[src/hw/rtl/rct_pkg.sv]
// Shared types and constants for the reservation conflict table.
package rct_pkg;

    localparam int ID_W   = 32;
    localparam int PRI_W  = 4;
    localparam int TS_W   = 32;
    localparam int MASK_W = 64;
    localparam int WIN_W  = 32;

    typedef enum logic [1:0] {
        KIND_REGISTER   = 2'd0,
        KIND_UPDATE     = 2'd1,
        KIND_UNREGISTER = 2'd2,
        KIND_QUERY      = 2'd3
    } t_kind;

    typedef enum logic [1:0] {
        STAT_DONE      = 2'd0,
        STAT_FULL      = 2'd1,
        STAT_NOT_FOUND = 2'd2
    } t_status;

    typedef enum logic [2:0] {
        S_IDLE,
        S_FIND,
        S_FETCH,
        S_MOVE,
        S_CHECK
    } t_state;

    typedef struct packed {
        logic hit;
        logic blocked;
    } t_cmp_res;

endpackage

[src/hw/rtl/rct_ram.sv]
// Generic single-write, single-read RAM with registered read data.
module rct_ram #(
    parameter int WIDTH = 8,
    parameter int DEPTH = 16
) (
    input  logic                     i_clk,
    input  logic                     i_we,
    input  logic [$clog2(DEPTH)-1:0] i_waddr,
    input  logic [WIDTH-1:0]         i_wdata,
    input  logic [$clog2(DEPTH)-1:0] i_raddr,
    output logic [WIDTH-1:0]         o_rdata
);

    logic [WIDTH-1:0] r_mem [DEPTH];
    logic [WIDTH-1:0] r_rdata;

    always_ff @(posedge i_clk) begin
        if (i_we) begin
            r_mem[i_waddr] <= i_wdata;
        end
        r_rdata <= r_mem[i_raddr];
    end

    assign o_rdata = r_rdata;

endmodule

[src/hw/rtl/rct_cmp.sv]
// Shared compare unit: id match and blocking test of one stored entry.
module rct_cmp #(
    parameter int MASK_BITS = 64
) (
    input  logic [rct_pkg::ID_W-1:0]  i_entry_id,
    input  logic [rct_pkg::PRI_W-1:0] i_entry_pri,
    input  logic [rct_pkg::TS_W-1:0]  i_entry_ts,
    input  logic [MASK_BITS-1:0]      i_entry_mask,
    input  logic [rct_pkg::ID_W-1:0]  i_q_id,
    input  logic [rct_pkg::PRI_W-1:0] i_q_pri,
    input  logic [rct_pkg::TS_W-1:0]  i_q_ts,
    input  logic [MASK_BITS-1:0]      i_q_mask,
    input  logic [rct_pkg::WIN_W-1:0] i_window,
    output rct_pkg::t_cmp_res         o_res
);

    import rct_pkg::*;

    logic            overlap;
    logic            older_in_window;
    logic [TS_W-1:0] age;

    assign age             = i_q_ts - i_entry_ts;
    assign overlap         = |(i_entry_mask & i_q_mask);
    assign older_in_window = (i_entry_ts < i_q_ts) && (age < i_window);

    always_comb begin
        o_res.hit     = (i_entry_id == i_q_id);
        o_res.blocked = !o_res.hit && overlap &&
                        ((i_entry_pri > i_q_pri) ||
                         ((i_entry_pri == i_q_pri) && older_in_window));
    end

endmodule

[src/hw/rtl/reservation_conflict_table.sv]
// Reservation conflict table: sequencer, entry RAM and shared compare unit.
//
//  Channel  | Handshake                      | Payload
//  ---------+--------------------------------+---------------------------------------
//  command  | start, busy                    | i_kind, i_intent_id, i_priority_req,
//           |                                | i_timestamp, i_resource_mask
//  result   | o_result_valid (one cycle)     | o_status, o_may_proceed
//  config   | i_cfg_valid, o_cfg_ready       | i_window_seconds
//
// Register does not raise busy; its result is registered and appears in the next cycle.
// Update and unregister scan for the first id match; update rewrites it, unregister moves the
// last entry into its slot; a query finds its entry, then scans all entries against the compare
// unit until one blocks. The single read port of the entry RAM reads one entry per cycle.
// Reset clears the entry count and sets the window to 60; entries need no clearing pass.
// The result strobe lasts exactly one cycle and the receiver cannot stall it.
module reservation_conflict_table #(
    parameter int TABLE_DEPTH    = 16,
    parameter int RESOURCE_COUNT = 64
) (
    input  logic                        i_clk,
    input  logic                        i_rst_n,
    input  logic                        start,
    output logic                        busy,
    input  logic [1:0]                  i_kind,
    input  logic [rct_pkg::ID_W-1:0]    i_intent_id,
    input  logic [rct_pkg::PRI_W-1:0]   i_priority_req,
    input  logic [rct_pkg::TS_W-1:0]    i_timestamp,
    input  logic [rct_pkg::MASK_W-1:0]  i_resource_mask,
    output logic                        o_result_valid,
    output logic [1:0]                  o_status,
    output logic                        o_may_proceed,
    input  logic                        i_cfg_valid,
    output logic                        o_cfg_ready,
    input  logic [rct_pkg::WIN_W-1:0]   i_window_seconds
);

    import rct_pkg::*;

    localparam int IW = $clog2(TABLE_DEPTH);
    localparam int CW = $clog2(TABLE_DEPTH + 1);
    localparam int RC = RESOURCE_COUNT;
    localparam int EW = ID_W + PRI_W + TS_W + RC;

    t_state          r_state, n_state;
    logic [CW-1:0]   r_count, n_count;
    logic [CW-1:0]   r_idx, n_idx;
    logic            r_dv, n_dv;
    logic [IW-1:0]   r_didx, n_didx;
    logic [IW-1:0]   r_hit_idx, n_hit_idx;
    t_kind           r_kind, n_kind;
    logic [ID_W-1:0] r_id, n_id;
    logic [PRI_W-1:0] r_pri, n_pri;
    logic [TS_W-1:0] r_ts, n_ts;
    logic [RC-1:0]   r_mask, n_mask;
    logic            r_strobe, n_strobe;
    t_status         r_status, n_status;
    logic            r_proceed, n_proceed;
    logic [WIN_W-1:0] r_window;

    logic            ram_we;
    logic [IW-1:0]   ram_waddr;
    logic [EW-1:0]   ram_wdata;
    logic [IW-1:0]   ram_raddr;
    logic [EW-1:0]   ram_rdata;
    logic [ID_W-1:0] rd_id;
    logic [PRI_W-1:0] rd_pri;
    logic [TS_W-1:0] rd_ts;
    logic [RC-1:0]   rd_mask;
    t_cmp_res        cmp;
    logic [CW-1:0]   last;

    assign rd_id   = ram_rdata[EW-1 -: ID_W];
    assign rd_pri  = ram_rdata[EW-ID_W-1 -: PRI_W];
    assign rd_ts   = ram_rdata[RC+TS_W-1 -: TS_W];
    assign rd_mask = ram_rdata[RC-1:0];
    assign last    = r_count - CW'(1);

    rct_ram #(
        .WIDTH (EW),
        .DEPTH (TABLE_DEPTH)
    ) u_ram (
        .i_clk   (i_clk),
        .i_we    (ram_we),
        .i_waddr (ram_waddr),
        .i_wdata (ram_wdata),
        .i_raddr (ram_raddr),
        .o_rdata (ram_rdata)
    );

    rct_cmp #(
        .MASK_BITS (RC)
    ) u_cmp (
        .i_entry_id   (rd_id),
        .i_entry_pri  (rd_pri),
        .i_entry_ts   (rd_ts),
        .i_entry_mask (rd_mask),
        .i_q_id       (r_id),
        .i_q_pri      (r_pri),
        .i_q_ts       (r_ts),
        .i_q_mask     (r_mask),
        .i_window     (r_window),
        .o_res        (cmp)
    );

    always_ff @(posedge i_clk) begin
        if (!i_rst_n) begin
            r_state  <= S_IDLE;
            r_count  <= '0;
            r_dv     <= 1'b0;
            r_strobe <= 1'b0;
            r_window <= WIN_W'(60);
        end else begin
            r_state  <= n_state;
            r_count  <= n_count;
            r_dv     <= n_dv;
            r_strobe <= n_strobe;
            if (i_cfg_valid && o_cfg_ready) begin
                r_window <= i_window_seconds;
            end
        end
    end

    always_ff @(posedge i_clk) begin
        r_idx     <= n_idx;
        r_didx    <= n_didx;
        r_hit_idx <= n_hit_idx;
        r_kind    <= n_kind;
        r_id      <= n_id;
        r_pri     <= n_pri;
        r_ts      <= n_ts;
        r_mask    <= n_mask;
        r_status  <= n_status;
        r_proceed <= n_proceed;
    end

    always_comb begin
        n_state   = r_state;
        n_count   = r_count;
        n_idx     = r_idx;
        n_dv      = 1'b0;
        n_didx    = r_didx;
        n_hit_idx = r_hit_idx;
        n_kind    = r_kind;
        n_id      = r_id;
        n_pri     = r_pri;
        n_ts      = r_ts;
        n_mask    = r_mask;
        n_strobe  = 1'b0;
        n_status  = r_status;
        n_proceed = r_proceed;
        ram_we    = 1'b0;
        ram_waddr = r_hit_idx;
        ram_wdata = {r_id, r_pri, r_ts, r_mask};
        ram_raddr = r_idx[IW-1:0];
        case (r_state)
            S_IDLE: begin
                if (start) begin
                    n_kind = t_kind'(i_kind);
                    n_id   = i_intent_id;
                    n_pri  = i_priority_req;
                    n_ts   = i_timestamp;
                    n_mask = i_resource_mask[RC-1:0];
                    n_idx  = '0;
                    if (t_kind'(i_kind) == KIND_REGISTER) begin
                        n_strobe  = 1'b1;
                        n_proceed = 1'b0;
                        if (r_count >= CW'(TABLE_DEPTH)) begin
                            n_status = STAT_FULL;
                        end else begin
                            n_status  = STAT_DONE;
                            ram_we    = 1'b1;
                            ram_waddr = r_count[IW-1:0];
                            ram_wdata = {i_intent_id, i_priority_req, i_timestamp,
                                         i_resource_mask[RC-1:0]};
                            n_count   = r_count + CW'(1);
                        end
                    end else begin
                        n_state = S_FIND;
                    end
                end
            end
            S_FIND: begin
                if (r_dv && cmp.hit) begin
                    case (r_kind)
                        KIND_UPDATE: begin
                            ram_we    = 1'b1;
                            ram_waddr = r_didx;
                            n_state   = S_IDLE;
                            n_strobe  = 1'b1;
                            n_status  = STAT_DONE;
                            n_proceed = 1'b0;
                        end
                        KIND_UNREGISTER: begin
                            n_hit_idx = r_didx;
                            n_state   = S_FETCH;
                        end
                        default: begin
                            n_pri   = rd_pri;
                            n_ts    = rd_ts;
                            n_mask  = rd_mask;
                            n_idx   = '0;
                            n_state = S_CHECK;
                        end
                    endcase
                end else if (r_idx < r_count) begin
                    n_idx  = r_idx + CW'(1);
                    n_dv   = 1'b1;
                    n_didx = r_idx[IW-1:0];
                end else if (!r_dv) begin
                    n_state   = S_IDLE;
                    n_strobe  = 1'b1;
                    n_status  = STAT_NOT_FOUND;
                    n_proceed = 1'b0;
                end
            end
            S_FETCH: begin
                ram_raddr = last[IW-1:0];
                n_state   = S_MOVE;
            end
            S_MOVE: begin
                ram_we    = 1'b1;
                ram_waddr = r_hit_idx;
                ram_wdata = ram_rdata;
                n_count   = last;
                n_state   = S_IDLE;
                n_strobe  = 1'b1;
                n_status  = STAT_DONE;
                n_proceed = 1'b0;
            end
            S_CHECK: begin
                if (r_dv && cmp.blocked) begin
                    n_state   = S_IDLE;
                    n_strobe  = 1'b1;
                    n_status  = STAT_DONE;
                    n_proceed = 1'b0;
                end else if (r_idx < r_count) begin
                    n_idx  = r_idx + CW'(1);
                    n_dv   = 1'b1;
                    n_didx = r_idx[IW-1:0];
                end else if (!r_dv) begin
                    n_state   = S_IDLE;
                    n_strobe  = 1'b1;
                    n_status  = STAT_DONE;
                    n_proceed = 1'b1;
                end
            end
            default: begin
                n_state = S_IDLE;
            end
        endcase
    end

    assign busy           = (r_state != S_IDLE);
    assign o_cfg_ready    = 1'b1;
    assign o_result_valid = r_strobe;
    assign o_status       = r_status;
    assign o_may_proceed  = r_proceed;

    a_count_bound: assert property (@(posedge i_clk) disable iff (!i_rst_n)
        r_count <= CW'(TABLE_DEPTH))
        else $error("entry count exceeds table depth");

    a_proceed_done: assert property (@(posedge i_clk) disable iff (!i_rst_n)
        (o_result_valid && o_may_proceed) |-> (r_status == STAT_DONE))
        else $error("proceed reported with a failing status");

    a_search_busy: assert property (@(posedge i_clk) disable iff (!i_rst_n)
        (start && !busy && (t_kind'(i_kind) != KIND_REGISTER)) |=> busy)
        else $error("search command did not raise busy");

    a_idle_write: assert property (@(posedge i_clk) disable iff (!i_rst_n)
        (ram_we && !busy) |-> (start && (t_kind'(i_kind) == KIND_REGISTER)))
        else $error("table written while idle without a register command");

    a_unreg_count: assert property (@(posedge i_clk) disable iff (!i_rst_n)
        (r_state == S_MOVE) |=> (r_count == $past(last)))
        else $error("unregister did not shrink the table by one");

endmodule
[config.mk]
export PLATFORM = sky130hd
export DESIGN_NAME = reservation_conflict_table
export DESIGN_NICKNAME = d
export VERILOG_FILES = /design/src/hw/rtl/rct_pkg.sv /design/src/hw/rtl/rct_ram.sv /design/src/hw/rtl/rct_cmp.sv /design/src/hw/rtl/reservation_conflict_table.sv
export SDC_FILE = /design/constraint.sdc
export NUM_CORES = 2
export LEC_CHECK = 0
export BUFFER_PORTS_ARGS = -buffer_cell sky130_fd_sc_hd__buf_2
export CORE_MARGIN = 5
export CORE_UTILIZATION = 56
export CTS_CLUSTER_SIZE = 10
export DETAILED_ROUTE_END_ITERATION = 16
export PLACE_DENSITY = 0.86
export REMOVE_ABC_BUFFERS = 1
export SLEW_MARGIN = 20
export SYNTH_ARGS = -nofsm -noshare
export SYNTH_HDL_FRONTEND = slang
export SYNTH_SLANG_ARGS = --single-unit
[constraint.sdc]
create_clock -name i_clk -period 16 [get_ports i_clk]
set_input_delay 0 -clock i_clk [delete_from_list [all_inputs] [get_ports i_clk]]
set_output_delay 0 -clock i_clk [all_outputs]
set_load 0.05 [all_outputs]
==> reports/summary.md <==
## Synth
* **Synth warnings** 0
* **number of enable flip-flop cells after synthesis** 2262
* **Gate Count Post-Synth** 6134
* **cell taking the most area after synthesis** edfxtp_1
* **most common cell in the synthesized netlist** edfxtp_1
* **prevailing post-synth register cell** edfxtp_1
* **post-synthesis cell area** 0.1007 mm2
* **ranking of synthesized cells by area** edfxtp_1 (67%), mux2i_1 (20%), dfxtp_1 (3.5%)
* **share of the synthesized area in the top cell type** 67.48%
* **commonest cells in the netlist** edfxtp_1 (2262), mux2i_1 (2011), nand2_1 (543)
* **mean instance size in the synthesized netlist** 16.41 um2
* **number of unique standard cell types used by synthesis** 67
* **proportion of synthesized chip area in sequential cells** 70.94%
* **share of synthesized flip-flops with an asynchronous set or reset** 0%
* **Synth Register Bits** 2436

## Power
* **worst-case vdd ir drop** 137.3 uV
* **switching power of the nets** 0.003573 W
* **areal power density over the cells** 128.8 mW/mm2
* **clock network fraction of total power** 39.3%
* **switching power as a share of total power** 23.87%
* **P_leak** 44.43 nW
* **Int Power** 0.01139 W
* **combinational share of power** 11.9%
* **sequential cell fraction of total power** 48.8%

## Clocking
* **number of cells upsized or downsized after cts** 0
* **total clock sinks** 2436
* **clock latency at the later pin of the worst-skew pair** 930 ps
* **CTS Hold Bufs** 372
* **# Post-CTS Setup Buffers** 0
* **htree depth** 5
* **clock slew at reported path FFs** 50 ps
* **clock tree from TritonCTS** done
* **CTS Buffer Depth** 4
* **CTS buffer count** 295
* **Root Buffer** clkbuf_16

## Floorplan
* **core outline area** 0.1786 mm2
* **Cell Rows** 155
* **DIE WIDTH** 434.0 um
* **die outline area** 0.1883 mm2
* **effective utilization at floorplan** 56.36%
* **I/O pins** 176
* **die extent in y** 434.0 um

## Routing
* **detailed-route wire length** 252400 um
* **Top Metal Used** met5
* **detailed-routing iteration count for the pre-antenna-repair pass** 6
* **detailed router's first-iteration violation count** 7139
* **Wirelength per Cell** 27.11 um
* **detailed-routed wire length on met2** 124400 um
* **total via count in the routed design** 58030
* **detailed-route DRC error count** 0
* **wire length on met3** 21840 um
* **length of routed wiring on met1** 94030 um
* **detail-routed via count per cell** 6.232
* **residual antenna-violating net count after detailed routing** 0

## Worst hold path
* **startpoint of the most critical hold path** i_intent_id[16]
* **kind of path behind the tightest hold check** primary input to flip-flop

## GRT
* **residual overflow from global routing** 0
* **global-route wire length before repair** 372400 um
* **pin count of the biggest net entering global routing** 153
* **all-layer global routing usage** 26.33%
* **initial antenna violation count** 17
* **number of global-route vias before repair** 59880

## STA
* **RSZ-0062 raised after global routing** no
* **worst clock skew on the final layout** 69.54 ps
* **number of failing setup endpoints in the final timing report** 0
* **final count of pins violating max slew** 0
* **worst-margin pin slew** 1314 ps
* **time the worst path needs with I/O delays and setup** 5897 ps
* **TNS Setup** 0 ps
* **f_max** 0.1696 GHz
* **Period Utilization, post-route** 36.85%
* **final hold violation count** 0
* **worst-case hold slack** 27.18 ps
* **normalized max-slew margin** 12.43%

## Critical path
* **type of the setup path with the least slack** flip-flop to flip-flop
* **launch point of the worst path** r_id[17]
* **largest fanout on the critical path** 49
* **startpoint kind of the worst setup timing path** flip-flop
* **Reg-to-Reg Start** r_id[17]
* **critical path data required time** 16500 ps
* **critical path data arrival time** 6400 ps
* **CP endpoint kind** flip-flop

## Place
* **placer's final routability congestion estimate** 0.8540
* **port bufs** 174
* **hpwl dp** 130100 um

## Flow run
* **max-capacitance violation count** 0

## Outcome
* **status** completed

## Cells and area
* **nets@finish** 7010
* **synth-to-layout area growth** 15.45%
* **fraction of layout cells with a size suffix above 1** 8.965%

==> cell families after synthesis <==
logic type / synth area share (%)
buffers and inverters: 1.669
multiplexers: 20.00
AND/OR/NAND/NOR: 3.283
XOR/XNOR: 0.5655
flip-flops: 70.94
other: 0.003725
adder cells (fa/ha/maj): 0.9645
AO/OA/AOI/OAI: 2.580
==> worst max-delay path, cell delays in order (launching register included) <==
cell and delay (ps):
edfxtp_1 420, xor2_1 200, nor2_1 370, nand4_1 350, nor4_2 690, a21oi_1 240
nor3_2 630, nand2_1 400, nor2_4 560, buf_4 580, buf_4 950
==> final timing paths <==
check / endpoint / slack, ps / cells after the start
worst max-delay path: u_ram.r_mem[2][104] / 10100 / 10
worst min-delay path: r_id[16] / 30 / 2
worst max register to register: u_ram.r_mem[2][104] / 10100 / 10
worst min register to register: r_hit_idx[2] / 490 / 0
==> routing by layer <==
| layer | GRT usage (%) | up-vias |
|---|---|---|
| li1 | - | 24820 |
| met1 | 33.50 | 29140 |
| met2 | 44.35 | 3373 |
| met3 | 4.775 | 694 |
| met4 | 12.08 | 2 |
| met5 | 0 | - |
==> layout make-up <==
cell class	count	area (um2)
Inverter	93	349.1
Tap cell	2355	2947
Antenna cell	8	20.02
Timing Repair Buffer	644	5421
Fill cell	11240	62400
Clock buffer	476	8242
Clock inverter	7	46.29
Sequential cell	2436	71410
Multi-Input combinational cell	3293	27790
==> power groups by stage <==
stage                     combinational [W]  sequential (W)  clock, W
after global placement              0.00158         0.00741         0
after CTS                           0.00174         0.00730   0.00592
after global routing                0.00190         0.00731   0.00621
after floorplan                     0.00397         0.00740         0
final                               0.00178         0.00731   0.00588
after detailed placement            0.00163         0.00743         0
==> per-stage QoR <==
step	setup slack [ps]	utilization [%]	instances	power, W	area (um2)
after floorplan	-55740	-	5822	0.01137	99330
after global placement	10140	58.30	8448	0.008993	104100
after detailed placement	10020	58.31	8448	0.009056	104100
after CTS	9916	65.03	9303	0.01496	116200
after global routing	9942	65.06	9308	0.01542	116200
final	10100	65.07	9312	0.01497	116200
==> flip-flops by register name, indices dropped and copies added (netlist names), 5 cells and up <==
name	flops
u_ram.o_rdata	132
r_id	32
r_count	5
r_ts	32
r_mask	64
r_idx	5
u_ram.r_mem	2112
r_window	32
==> cells in the final DEF (no fill, tap or decap), types with 5 or more instances in the layout <==
| cell | n |
|---|---|
| a211oi_1 | 7 |
| a21o_1 | 31 |
| a21oi_1 | 44 |
| a221oi_1 | 18 |
| a22o_1 | 16 |
| a22oi_1 | 137 |
| a31oi_1 | 5 |
| and2_1 | 5 |
| and3_1 | 6 |
| buf_12 | 7 |
| buf_2 | 174 |
| buf_4 | 90 |
| clkbuf_1 | 172 |
| clkbuf_16 | 303 |
| dfxtp_1 | 174 |
| diode_2 | 8 |
| dlygate4sd3_1 | 372 |
| edfxtp_1 | 2262 |
| ha_1 | 76 |
| inv_1 | 93 |
| mux2i_1 | 2011 |
| nand2_1 | 543 |
| nand2b_1 | 8 |
| nand3_1 | 13 |
| nand4_1 | 25 |
| nor2_1 | 55 |
| nor2_4 | 12 |
| nor2b_1 | 34 |
| nor3_1 | 12 |
| nor3_2 | 5 |
| nor4_1 | 16 |
| o211ai_1 | 9 |
| o21ai_0 | 56 |
| o21bai_1 | 7 |
| or3_1 | 5 |
| xnor2_1 | 23 |
| xor2_1 | 42 |
Note: power is estimated with default switching activity, not from simulation.
